==> src/rtl/fcal_pkg.sv <==
// Shared types, constants and the factory calibration table of the force/torque calibrator.
package fcal_pkg;

  localparam int AXES           = 6;
  localparam int CHANNELS       = 6;
  localparam int NAX            = (AXES < CHANNELS) ? AXES : CHANNELS;
  localparam int COEF_FRAC_BITS = 16;
  localparam int COEF_COUNT     = CHANNELS * CHANNELS;

  localparam int SAMPLE_W = 16;
  localparam int COEF_W   = 24;
  localparam int IDX_W    = 6;
  localparam int OUT_W    = 25;
  localparam int CFG_W    = 1;
  localparam int DIFF_W   = SAMPLE_W + 1;
  localparam int PROD_W   = COEF_W + DIFF_W;
  localparam int ACC_W    = PROD_W + $clog2(CHANNELS);
  localparam int SQ_W     = 2 * OUT_W - 1;
  localparam int SUM_W    = SQ_W + 3;
  localparam int ROOT_W   = SUM_W / 2;
  localparam int CNT_W    = $clog2(CHANNELS);

  localparam longint OUT_MAX  = (64'sd1 <<< (OUT_W - 1)) - 1;
  localparam longint OUT_MIN  = -(64'sd1 <<< (OUT_W - 1));
  localparam longint COEF_MAX = (64'sd1 <<< (COEF_W - 1)) - 1;
  localparam longint COEF_MIN = -(64'sd1 <<< (COEF_W - 1));

  typedef enum logic [1:0] {
    ACT_TARE    = 2'd0,
    ACT_MEASURE = 2'd1,
    ACT_LOAD    = 2'd2
  } action_e;

  typedef enum logic [2:0] {
    ST_IDLE,
    ST_MAC,
    ST_DRAIN,
    ST_SQUARE,
    ST_ROOT_GO,
    ST_ROOT,
    ST_DONE
  } ctrl_state_e;

  typedef struct packed {
    logic             tare_we;
    logic             coef_we;
    logic             meas_load;
    logic             mac_issue;
    logic [CNT_W-1:0] mac_row;
    logic [CNT_W-1:0] mac_col;
    logic             mac_first;
    logic             mac_last;
    logic             sq_mul;
    logic             sq_acc;
    logic             sq_clr;
    logic [CNT_W-1:0] sq_sel;
    logic             root_start;
    logic             out_load;
  } dp_cmd_t;

  typedef struct packed {
    logic pipe_busy;
    logic root_done;
    logic out_free;
  } dp_status_t;

  // Factory matrix (Q.16), rescaled to COEF_FRAC_BITS and saturated to COEF_W bits.
  function automatic logic signed [COEF_W-1:0] reset_coef(input logic [IDX_W-1:0] idx);
    longint t;
    case (idx)
      6'd0:    t = 3238;
      6'd1:    t = -6034;
      6'd2:    t = -1798;
      6'd3:    t = -225143;
      6'd4:    t = 4936;
      6'd5:    t = 223452;
      6'd6:    t = -920;
      6'd7:    t = 261747;
      6'd8:    t = -1176;
      6'd9:    t = -135220;
      6'd10:   t = -3423;
      6'd11:   t = -123566;
      6'd12:   t = 247261;
      6'd13:   t = 7753;
      6'd14:   t = 255128;
      6'd15:   t = -2880;
      6'd16:   t = 243607;
      6'd17:   t = 105;
      6'd18:   t = -898;
      6'd19:   t = 3058159;
      6'd20:   t = 1370197;
      6'd21:   t = -1595542;
      6'd22:   t = -1430336;
      6'd23:   t = -1444821;
      6'd24:   t = -1638355;
      6'd25:   t = 13488;
      6'd26:   t = 841442;
      6'd27:   t = 2620250;
      6'd28:   t = 703258;
      6'd29:   t = -2605534;
      6'd30:   t = -4757;
      6'd31:   t = 1005418;
      6'd32:   t = 3154;
      6'd33:   t = 1003056;
      6'd34:   t = 31825;
      6'd35:   t = 982543;
      default: t = 0;
    endcase
    if (COEF_FRAC_BITS >= 16) begin
      t = t <<< (COEF_FRAC_BITS - 16);
    end else begin
      // round half up, then floor shift
      t = (t + (64'sd1 <<< (15 - COEF_FRAC_BITS))) >>> (16 - COEF_FRAC_BITS);
    end
    if (t > COEF_MAX) t = COEF_MAX;
    if (t < COEF_MIN) t = COEF_MIN;
    return t[COEF_W-1:0];
  endfunction

endpackage

==> src/rtl/fcal_ctrl.sv <==
// Controller: accepts words, sequences the MAC sweep, squares and root (with magnitude on) and output load.
module fcal_ctrl (
  input  logic                 clk_i,
  input  logic                 rst_ni,
  input  logic                 in_valid_i,
  input  logic [1:0]           action_i,
  output logic                 in_stall_o,
  input  logic                 mag_en_i,
  input  fcal_pkg::dp_status_t status_i,
  output fcal_pkg::dp_cmd_t    cmd_o
);
  import fcal_pkg::*;

  ctrl_state_e      state_q, state_d;
  logic [CNT_W-1:0] row_q, row_d, col_q, col_d;
  logic [1:0]       step_q, step_d;
  logic             accept;

  assign in_stall_o = (state_q != ST_IDLE);
  assign accept     = in_valid_i && !in_stall_o;

  always_ff @(posedge clk_i or negedge rst_ni) begin
    if (!rst_ni) begin
      state_q <= ST_IDLE;
      row_q   <= '0;
      col_q   <= '0;
      step_q  <= '0;
    end else begin
      state_q <= state_d;
      row_q   <= row_d;
      col_q   <= col_d;
      step_q  <= step_d;
    end
  end

  always_comb begin
    state_d = state_q;
    row_d   = row_q;
    col_d   = col_q;
    step_d  = step_q;
    cmd_o   = '0;
    cmd_o.mac_row = row_q;
    cmd_o.mac_col = col_q;
    cmd_o.sq_sel  = CNT_W'(step_q);

    case (state_q)
      ST_IDLE: begin
        if (accept) begin
          case (action_i)
            ACT_TARE: cmd_o.tare_we = 1'b1;
            ACT_LOAD: cmd_o.coef_we = 1'b1;
            ACT_MEASURE: begin
              cmd_o.meas_load = 1'b1;
              row_d   = '0;
              col_d   = '0;
              state_d = ST_MAC;
            end
            default: ;
          endcase
        end
      end
      ST_MAC: begin
        cmd_o.mac_issue = 1'b1;
        cmd_o.mac_first = (col_q == '0);
        cmd_o.mac_last  = (col_q == CNT_W'(NAX - 1));
        if (col_q == CNT_W'(NAX - 1)) begin
          col_d = '0;
          if (row_q == CNT_W'(NAX - 1)) begin
            state_d = ST_DRAIN;
          end else begin
            row_d = row_q + 1'b1;
          end
        end else begin
          col_d = col_q + 1'b1;
        end
      end
      ST_DRAIN: begin
        if (!status_i.pipe_busy) begin
          step_d  = '0;
          state_d = mag_en_i ? ST_SQUARE : ST_DONE;
        end
      end
      ST_SQUARE: begin
        // squares of Fx, Fy, Fz issued on steps 0..2, summed on steps 1..3
        cmd_o.sq_mul = (step_q != 2'd3);
        cmd_o.sq_acc = (step_q != 2'd0);
        cmd_o.sq_clr = (step_q == 2'd1);
        step_d = step_q + 1'b1;
        if (step_q == 2'd3) state_d = ST_ROOT_GO;
      end
      ST_ROOT_GO: begin
        cmd_o.root_start = 1'b1;
        state_d = ST_ROOT;
      end
      ST_ROOT: begin
        if (status_i.root_done) state_d = ST_DONE;
      end
      ST_DONE: begin
        if (status_i.out_free) begin
          cmd_o.out_load = 1'b1;
          state_d = ST_IDLE;
        end
      end
      default: state_d = ST_IDLE;
    endcase
  end

endmodule

==> config.mk <==
export PLATFORM = sky130hd
export DESIGN_NAME = fcal_ctrl
export DESIGN_NICKNAME = d
export VERILOG_FILES = /design/src/rtl/fcal_pkg.sv /design/src/rtl/fcal_ctrl.sv
export SDC_FILE = /design/constraint.sdc
export NUM_CORES = 1
export LEC_CHECK = 0
export ABC_AREA = 1
export BUFFER_PORTS_ARGS = -buffer_cell sky130_fd_sc_hd__buf_2
export CAP_MARGIN = 20
export CORE_MARGIN = 4
export CORE_UTILIZATION = 40
export CTS_BUF_LIST = sky130_fd_sc_hd__clkbuf_4 sky130_fd_sc_hd__clkbuf_8
export DETAILED_ROUTE_END_ITERATION = 7
export PLACE_DENSITY = 0.71
export SETUP_SLACK_MARGIN = 0.3
export SLEW_MARGIN = 10
export SYNTH_ARGS = -nofsm -noshare
export SYNTH_HDL_FRONTEND = slang
export SYNTH_SLANG_ARGS = --single-unit
==> constraint.sdc <==
create_clock -name clk_i -period 2.6 [get_ports clk_i]
set_clock_uncertainty 0.1 [all_clocks]
set_input_delay 0.13 -clock clk_i [delete_from_list [all_inputs] [get_ports clk_i]]
set_output_delay 0.13 -clock clk_i [all_outputs]
set_load 0.03 [all_outputs]
==> metrics.txt, run 1 <==
Worst-Skew Late Latency=270 ps; half-perimeter wire length after detailed placement=1.51 mm; depth of the most critical reg-to-reg path=7; leakage component of the power=0.612 nW; count of maximum capacitance violations=0; CTS Buffer Depth=2; EDFF count, synth=0; IO Pins=30; number of H-tree levels=1; Worst Hold Path Cells=6; worst-case hold path end point=state_q[2]; router iterations before antenna repair=4; Antenna Cells=0; max-slew violation count=0; vias in the first global route=811; kind of critical path=flop to primary output; Primary FF master, synth=dfrtp_1; syn nets=138; overall overflow remaining after global route=0; root buffer cell=clkbuf_4; Filler Cells Inserted=217; fraction of registers with async set or reset after synthesis=100%; area fraction of the dominant cell type after synthesis=33.3%; library cell with the highest instance count after synthesis=nand2_1; Starting Density=42.1%; CTS tree=yes; final hold viol count=0; total number of vias=848; final wirelength=1.91 mm; share of final-layout standard cells stronger than drive strength 1=27.7%; portion of the post-synthesis area used by sequential elements=33.3%; setup slack at placement=1120 ps; source of the worst register-to-register timing path=state_q[0]; class of the tightest hold or removal check=input port to flop; mapped cell area=826 sq um; per-instance average area after synthesis=6.66 sq um; floorplan die area=2860 sq um; Detail Route Antenna Nets=0; endpoint of the most critical register-to-register path=row_q[1]; placed insts=177; global-route wire length before repair=3.29 mm; number of buffers added on ports=28; Max VDD drop=0.565 mV; growth of design area from synthesis to finish=24.1%; peak fanout along the critical path=11; Routed wire per std cell=10.5 microns; CP endpoint kind=primary output; cell area power density=1190 nW/um^2; number of antenna violations at the first check in global routing=0; worst slack on hold paths=128 ps; Max Freq=551 MHz; cell chain of the critical path=nor2_2 -> nand3_1 -> nor3_1 -> buf_2; Crit path largest cell delay=510 ps; leading cell types by total area after synthesis=dfrtp_1 (33%), nand2_1 (13%), inv_1 (9.5%); Period Utilization, post-route=69.8%; Placement Rows=16; DR iter-0 viols=5; Residual DRC=0; flop-to-flop setup slack=1110 ps; critical path launch point type=flop; Unique masters post-synth=21; height of the die=53.4 microns; final-stage net count=170; number of buffers inserted during clock tree synthesis=3; total global routing track utilization=15.8%; instance count of the mapped netlist=124; Yosys warning count=0; final standard cell count with taps included and fillers excluded=182; number of storage elements in the synthesis netlist=11; width of the die=53.4 microns; number of clock sinks seen by CTS=11; floorplan core area=1960 sq um; power after layout=1.22 mW; shortest period the worst path allows=1820 ps; cell at the slowest stage of the critical path=dfrtp_1; count of endpoints failing setup in the final report=0; post-synth top area cell=dfrtp_1; min setup slack post-route=784 ps; post-detailed-route via-to-cell ratio=4.66; total negative slack=0 ps; clock-pin slew reported for the worst setup and hold paths after clock tree synthesis=80 ps; startpoint of the worst hold path=status_i[1]; CP Data Required Time=2370 ps; arrival time at the worst endpoint=1590 ps; run status=finished clean; final weighted congestion of routability-driven global placement=0.810; largest net degree at the start of global routing=12; unrepaired setup endpoints after global routing=false; list of most frequent post-synthesis cells=nand2_1 (28), inv_1 (21), nor2_1 (18)
==> critical path, delay by kind of cell, from the launching register on <==
family	cells	cell delay, ps
flip-flops	1	510
AND/OR/NAND/NOR	3	570
buffers and inverters	1	240
==> how the worst max path moves through the flow <==
stage / slack (ps) / start / endpoint
6_report: 780 / state_q[0] / cmd_o[19]
5_1_grt: 670 / state_q[0] / cmd_o[18]
4_1_cts: 810 / state_q[0] / cmd_o[19]
3_5_place_dp: 1120 / state_q[0] / cmd_o[19]
3_3_place_gp: 1180 / state_q[0] / cmd_o[19]
2_1_floorplan: 750 / state_q[1] / cmd_o[9]
==> area by class of cell <==
class	instances	area [sq um]	share of cell area (%)
timing repair buffer	29	150	14.7
multi-input combinational	89	453	44.2
inverter	22	82.6	8.06
tap	27	33.8	3.30
sequential	11	275	26.9
clock buffer	4	30.0	2.93
==> cell families (layout without fill, tap and decap cells) <==
kind of cell / after synthesis / count (layout) / share of synthesized area (%)
other cells: 1 / 1 / 0.454
fa+ha+maj: 5 / 5 / 7.58
simple gates: 69 / 69 / 37.3
flops: 11 / 11 / 33.3
compound gates: 14 / 14 / 9.54
buf+inv: 24 / 55 / 11.8
==> metrics by stage <==
step / utilization [%] / instance area, sq um
5_1_grt: 52.2 / 1020
3_3_place_gp: 50.2 / 985
4_1_cts: 52.2 / 1020
2_1_floorplan: - / 826
6_report: 52.2 / 1020
3_5_place_dp: 50.2 / 985
==> report_power, final <==
group / internal (mW) / total (mW) / switching, mW / leakage [nW]
combinational: 0.231 / 0.743 / 0.512 / 0.450
clock: 0.0697 / 0.132 / 0.0624 / 0.0184
sequential: 0.237 / 0.343 / 0.106 / 0.143
total: 0.537 / 1.22 / 0.681 / 0.612
==> metal layers <==
metal	vias up	track usage, %	wire length, microns
met1	381	19.8	912
li1	450	-	-
met3	2	2.54	77
met5	-	0	0
met4	0	8.09	10
met2	15	25.7	908
==> sequential cells by signal, summed over array words and instances, names as in the netlist <==
register and cells:
col_q 3, row_q 3, state_q 3, step_q 2
==> repair_timing <==
item	CTS	global route
hold endpoints to repair	11	0
setup buffers	0	0
gates resized for setup	0	0
hold buffers	1	0
==> placed cells by master (no fill, tap or decap), drive strengths merged <==
cell type / synthesis / layout
nand2: 29 / 29
nor2: 23 / 23
buf: 2 / 28
nand3: 9 / 9
conb: 1 / 1
a21oi: 2 / 2
clkbuf: 0 / 4
dfrtp: 11 / 11
o31ai: 2 / 2
inv: 22 / 22
ha: 5 / 5
nor3: 2 / 2
nor4: 2 / 2
nand4: 1 / 1
o21ai: 9 / 9
a22o: 1 / 1
or2: 3 / 3
dlygate4sd3: 0 / 1
Power figures use the tool's default switching activity.
==> run 2, diff against run 1 <==
- PLACE_DENSITY: 0.71 -> 0.73
- clock period: 2.6 -> 1.5 ns (I/O delays scaled with it)
==> metrics.txt, run 2 (same netlist as run 1, synthesis figures left out) <==
run status=finished, violations left (was finished clean); violated checks=setup timing; Routed wire per std cell=12.7 microns (was 10.5 microns); clock-pin slew reported for the worst setup and hold paths after clock tree synthesis=70 ps (was 80 ps); count of maximum capacitance violations=0 (unchanged); most common cell after layout, fill and taps aside=nand2_1; setup slack at placement=9.69 ps (was 1120 ps); placed insts=179 (was 177); Antenna Cells=0 (unchanged); met2 demand-to-capacity share in global routing=34.9% (was 25.7%); min setup slack post-route=-42.0 ps (was 784 ps); CP Data Required Time=1320 ps (was 2370 ps); Max Freq=648 MHz; clock network fraction of design power=7.2% (was 10.8%); growth of design area from synthesis to finish=79.7% (was 24.1%); power after layout=3.16 mW (was 1.22 mW); Worst-Skew Late Latency=270 ps (about the same); largest net degree at the start of global routing=12 (unchanged); sequential fraction of design power=21.2% (was 28.1%); Max VDD drop=1.41 mV (was 0.565 mV); worst slack on hold paths=99.8 ps (was 128 ps); router iterations before antenna repair=5 (was 4); kind of critical path=flop to primary output (unchanged); Most Used Layer, Global Route=met2 (unchanged); unrepaired setup endpoints after global routing=true (was false); arrival time at the worst endpoint=1370 ps (was 1590 ps); total global routing track utilization=18.1% (was 15.8%); number of H-tree levels=1 (unchanged); width of the die=53.4 microns (unchanged); switching pwr=1.65 mW (was 0.681 mW); number of buffers inserted during clock tree synthesis=3 (unchanged); root buffer cell=clkbuf_4 (unchanged); share of final-layout standard cells stronger than drive strength 1=61.9% (was 27.7%); final wirelength=2.47 mm (was 1.91 mm); peak fanout along the critical path=8 (was 11); global-route wire length before repair=3.74 mm (was 3.29 mm); CP endpoint kind=primary output (unchanged); final cell utilization of the core=75.6% (was 52.2%); final hold viol count=0 (unchanged); met3 track utilization from global routing=2.54% (unchanged); area of all placed cells without fillers=1480 sq um (was 1020 sq um); class of the tightest hold or removal check=input port to flop (unchanged); vias in the first global route=890 (was 811); height of the die=53.4 microns (unchanged); count of endpoints failing setup in the final report=8 (was 0); total cell area at the placement stage=1180 sq um (was 985 sq um); post-detailed-route via-to-cell ratio=4.94 (was 4.66); switching share of power=52.2% (was 55.9%); floorplan die area=2860 sq um (unchanged); Starting Density=42.1% (unchanged); cell area power density=2130 nW/um^2 (was 1190 nW/um^2); max-slew violation count=0 (unchanged); IO Pins=30 (unchanged); DR iter-0 viols=12 (was 5); combinational share of power=71.7% (was 61.0%); shortest period the worst path allows=1540 ps; number of clock sinks seen by CTS=11 (unchanged); total number of vias=963 (was 848); met1 Usage GRT=20.1% (was 19.8%); P_int=1.51 mW (was 0.537 mW); half-perimeter wire length after detailed placement=1.57 mm (was 1.51 mm); floorplan core area=1960 sq um (unchanged); CTS tree=yes (unchanged); CTS Buffer Depth=2 (unchanged); final-stage net count=183 (was 170); final standard cell count with taps included and fillers excluded=195 (was 182); number of buffers added on ports=28 (unchanged); biggest regs=col_q x3, row_q x3, state_q x3 (unchanged); total negative slack=-192 ps (was 0 ps); critical path launch point type=flop (unchanged); leakage component of the power=0.714 nW (was 0.612 nW); Placement Rows=16 (unchanged); most frequent cells in the layout=nand2_1 (21), buf_6 (16), buf_2 (15) (was nand2_1 (28), buf_2 (28), inv_1 (21)); final weighted congestion of routability-driven global placement=0.853 (was 0.810); Detail Route Antenna Nets=0 (unchanged); number of antenna violations at the first check in global routing=0 (unchanged); overall overflow remaining after global route=0 (unchanged); Period Utilization, post-route=103%; Residual DRC=0 (unchanged)
-- run 2: changes by cell type in the layout (fill, tap and decap cells not counted), sizes merged --
| cell | previous run | this run |
|---|---|---|
| buf | 28 | 41 |
| inv | 22 | 21 |
| clkinvlp | 0 | 1 |
-- run 2: power groups by stage --
stage                     logic [mW]  registers [mW]  clock network (mW)
after floorplan                 1.14           0.768                   0
after global placement          1.57           0.648                   0
after detailed placement        1.61           0.658                   0
after CTS                       2.01           0.655               0.237
after global routing            2.43           0.684               0.248
final                           2.26           0.668               0.226
-- run 2: what timing repair did --
item | CTS | global route
setup endpoints to repair | 23 | 23
hold buffers | 1 | 0
setup buffers | 7 | 4
gates resized for setup | 39 | 16
hold endpoints to repair | 11 | 0
pin swaps | 8 | 8
-- run 2: cell type report --
class / instances / area (sq um)
multi-input cells: 89 / 686
fillers: 146 / 478
repair buffers: 42 / 353
flip-flops and latches: 11 / 288
inverters: 22 / 93.8
well taps: 27 / 33.8
clock buffers: 4 / 30.0
-- run 2: worst paths after layout --
kind                             start          to  slack [ps]  cells after the start
min reg2reg                  step_q[0]   step_q[0]         450                      1
max in group asynchronous       rst_ni    col_q[0]         920                      2
min in group asynchronous       rst_ni    row_q[0]         130                      2
max                         state_q[2]   cmd_o[18]         -40                      4
max reg2reg                 state_q[2]    row_q[2]         -10                      7
min                        status_i[1]  state_q[2]         100                      6
-- run 2: routing by layer --
| layer | wire length (microns) | part of all wire (%) | vias up |
|---|---|---|---|
| li1 | - | - | 475 |
| met1 | 989 | 40 | 459 |
| met2 | 1350 | 55 | 27 |
| met3 | 106 | 4.3 | 2 |
| met4 | 20 | 0.81 | 0 |
| met5 | 0 | 0 | - |
-- run 2: critical path: stages (launching register included) --
cell and delay [ps]:
dfrtp_2 490, inv_6 160, nand3_4 130, nor3_4 160
buf_6 160
==> run 3, diff against run 2 <==
- BUFFER_PORTS_ARGS: -buffer_cell sky130_fd_sc_hd__buf_2 -> unset
- DONT_BUFFER_PORTS: unset -> 1
- PLACE_DENSITY: 0.73 -> 0.58
- clock period: 1.5 -> 2 ns (I/O delays scaled with it)
==> metrics.txt, run 3 (same netlist as run 1, synthesis figures left out) <==
run status=finished clean (was finished, violations left); peak fanout along the critical path=8 (unchanged); total cell area at the placement stage=932 sq um (was 1180 sq um); Residual DRC=0 (unchanged); Antenna Cells=0 (unchanged); total number of vias=785 (was 963); number of antenna violations at the first check in global routing=0 (unchanged); growth of design area from synthesis to finish=24.1% (was 79.7%); overall overflow remaining after global route=0 (unchanged); global-route wire length before repair=3.08 mm (was 3.74 mm); leakage component of the power=0.545 nW (was 0.714 nW); Max Freq=621 MHz; biggest regs=col_q x3, row_q x3, state_q x3 (unchanged); worst-case hold path end point=state_q[2] (unchanged); Placement Rows=16 (unchanged); CTS tree=yes (unchanged); shortest period the worst path allows=1610 ps; most frequent cells in the layout=nand2_1 (28), inv_1 (21), nor2_1 (17) (was nand2_1 (21), buf_6 (16), buf_2 (15)); router iterations before antenna repair=4 (was 5); startpoint of the worst hold path=status_i[1] (unchanged); largest net degree at the start of global routing=12 (unchanged); final hold viol count=0 (unchanged); DR iter-0 viols=15 (was 12); number of buffers inserted during clock tree synthesis=3 (unchanged); kind of critical path=flop to primary output (unchanged); total global routing track utilization=14.9% (was 18.1%); count of endpoints failing setup in the final report=0 (was 8); CP endpoint kind=primary output (unchanged); endpoint of the most critical register-to-register path=col_q[1] (was row_q[2]); class of the tightest hold or removal check=input port to flop (unchanged); count of maximum capacitance violations=0 (unchanged); Filler Cells Inserted=212 (was 146); number of buffers added on ports=0 (was 28); half-perimeter wire length after detailed placement=1.43 mm (was 1.57 mm); CP Data Required Time=1800 ps (was 1320 ps); area of all placed cells without fillers=1020 sq um (was 1480 sq um); Worst Hold Path Cells=5 (was 6); share of final-layout standard cells stronger than drive strength 1=26.2% (was 61.9%); clock-pin slew reported for the worst setup and hold paths after clock tree synthesis=60 ps (was 70 ps); floorplan core area=1960 sq um (unchanged); cell chain of the critical path=inv_2 -> nand3_1 -> nor3_1 -> buf_4 (was inv_6 -> nand3_4 -> nor3_4 -> buf_6); height of the die=53.4 microns (unchanged); Crit path largest cell delay=480 ps (was 490 ps); remaining max-slew budget at the tightest pin=65.1%; Max VDD drop=0.733 mV (was 1.41 mV); final wirelength=1.83 mm (was 2.47 mm); number of clock sinks seen by CTS=11 (unchanged); Period Utilization, post-route=80.6%; most common cell after layout, fill and taps aside=nand2_1 (unchanged); Detail Route Antenna Nets=0 (unchanged); depth of the most critical reg-to-reg path=5 (was 7); width of the die=53.4 microns (unchanged); post-detailed-route via-to-cell ratio=4.67 (was 4.94); source of the worst register-to-register timing path=state_q[1] (was state_q[2]); vias in the first global route=717 (was 890); root buffer cell=clkbuf_4 (unchanged); cell area power density=1580 nW/um^2 (was 2130 nW/um^2); cell at the slowest stage of the critical path=dfrtp_1 (was dfrtp_2); CTS Buffer Depth=2 (unchanged); max-slew violation count=0 (unchanged); critical path launch point type=flop (unchanged); final-stage net count=156 (was 183); final weighted congestion of routability-driven global placement=0.715 (was 0.853); unrepaired setup endpoints after global routing=true (unchanged); total negative slack=0 ps (was -192 ps); floorplan die area=2860 sq um (unchanged); Starting Density=42.1% (unchanged); IO Pins=30 (unchanged); flop-to-flop setup slack=480 ps (was -10 ps); Routed wire per std cell=10.9 microns (was 12.7 microns); transition time at the pin with the least slew margin=522 ps; Worst-Skew Late Latency=260 ps (was 270 ps); arrival time at the worst endpoint=1410 ps (was 1370 ps); number of H-tree levels=1 (unchanged)
==> run 3: cell types whose count changed in the layout (fill, tap and decap cells not counted), moves of 3 or more <==
cell | previous run | this run
dfrtp_2 | 10 | 6
buf_2 | 15 | 0
nor2_4 | 8 | 2
dfrtp_1 | 1 | 5
nor2_1 | 9 | 17
buf_4 | 9 | 13
nand2_1 | 21 | 28
nand3_1 | 5 | 8
nand2_2 | 5 | 1
inv_2 | 7 | 1
nand3_4 | 4 | 0
inv_1 | 12 | 21
buf_6 | 16 | 0
==> run 3: how the worst max path moves through the flow <==
stage	slack (ps)	start	to
4_1_cts	310	state_q[1]	cmd_o[9]
6_report	390	state_q[2]	cmd_o[18]
3_3_place_gp	450	step_q[0]	state_q[1]
5_1_grt	280	state_q[2]	cmd_o[18]
2_1_floorplan	390	state_q[1]	cmd_o[18]
3_5_place_dp	400	state_q[1]	col_q[1]
==> run 3: worst max-delay path, delay by kind of cell, from the launching register on <==
| family | cells | cell delay [ps] |
|---|---|---|
| flops | 1 | 480 |
| buf+inv | 2 | 370 |
| simple gates | 2 | 300 |
==> run 3: routing by layer <==
layer | vias up | wire (microns) | GRT usage [%]
met5 | - | 0 | 0
met4 | 0 | 0 | 2.55
met3 | 0 | 92 | 5.92
met2 | 19 | 887 | 23.1
met1 | 348 | 854 | 19.7
li1 | 418 | - | -
==> run 3: through the flow <==
stage	setup WS [ps]	total power [mW]	instances	hold slack [ps]	utilization, %
after detailed placement	398	1.38	159	-295	47.5
final	389	1.62	168	29.0	52.2
after floorplan	394	1.19	124	-296	-
after global placement	447	1.37	159	-295	47.5
after CTS	307	1.58	165	18.8	50.6
after global routing	281	1.80	168	29.2	52.2
==> run 3: repair_timing <==
action | 4_1_cts | 5_1_grt
cloned | 0 | 0
setup endpoints to repair | 5 | 14
hold buffers | 2 | 0
buffers inserted | 0 | 3
hold endpoints to repair | 12 | 0
gates resized for setup | 4 | 5
==> run 3: cell type report <==
| type | count | area, sq um | share of cell area, % |
|---|---|---|---|
| Sequential cell | 11 | 283 | 27.6 |
| Tap cell | 27 | 33.8 | 3.30 |
| Timing Repair Buffer | 15 | 118 | 11.5 |
| Clock buffer | 4 | 30.0 | 2.93 |
| Multi-Input combinational cell | 89 | 478 | 46.6 |
| Inverter | 22 | 82.6 | 8.06 |
==> run 3: where the power goes <==
| group | internal [mW] | switching (mW) | leakage [nW] |
|---|---|---|---|
| Sequential | 0.317 | 0.235 | 0.135 |
| Clock | 0.0906 | 0.0708 | 0.0184 |
| Combinational | 0.326 | 0.584 | 0.391 |
| Total | 0.733 | 0.890 | 0.545 |
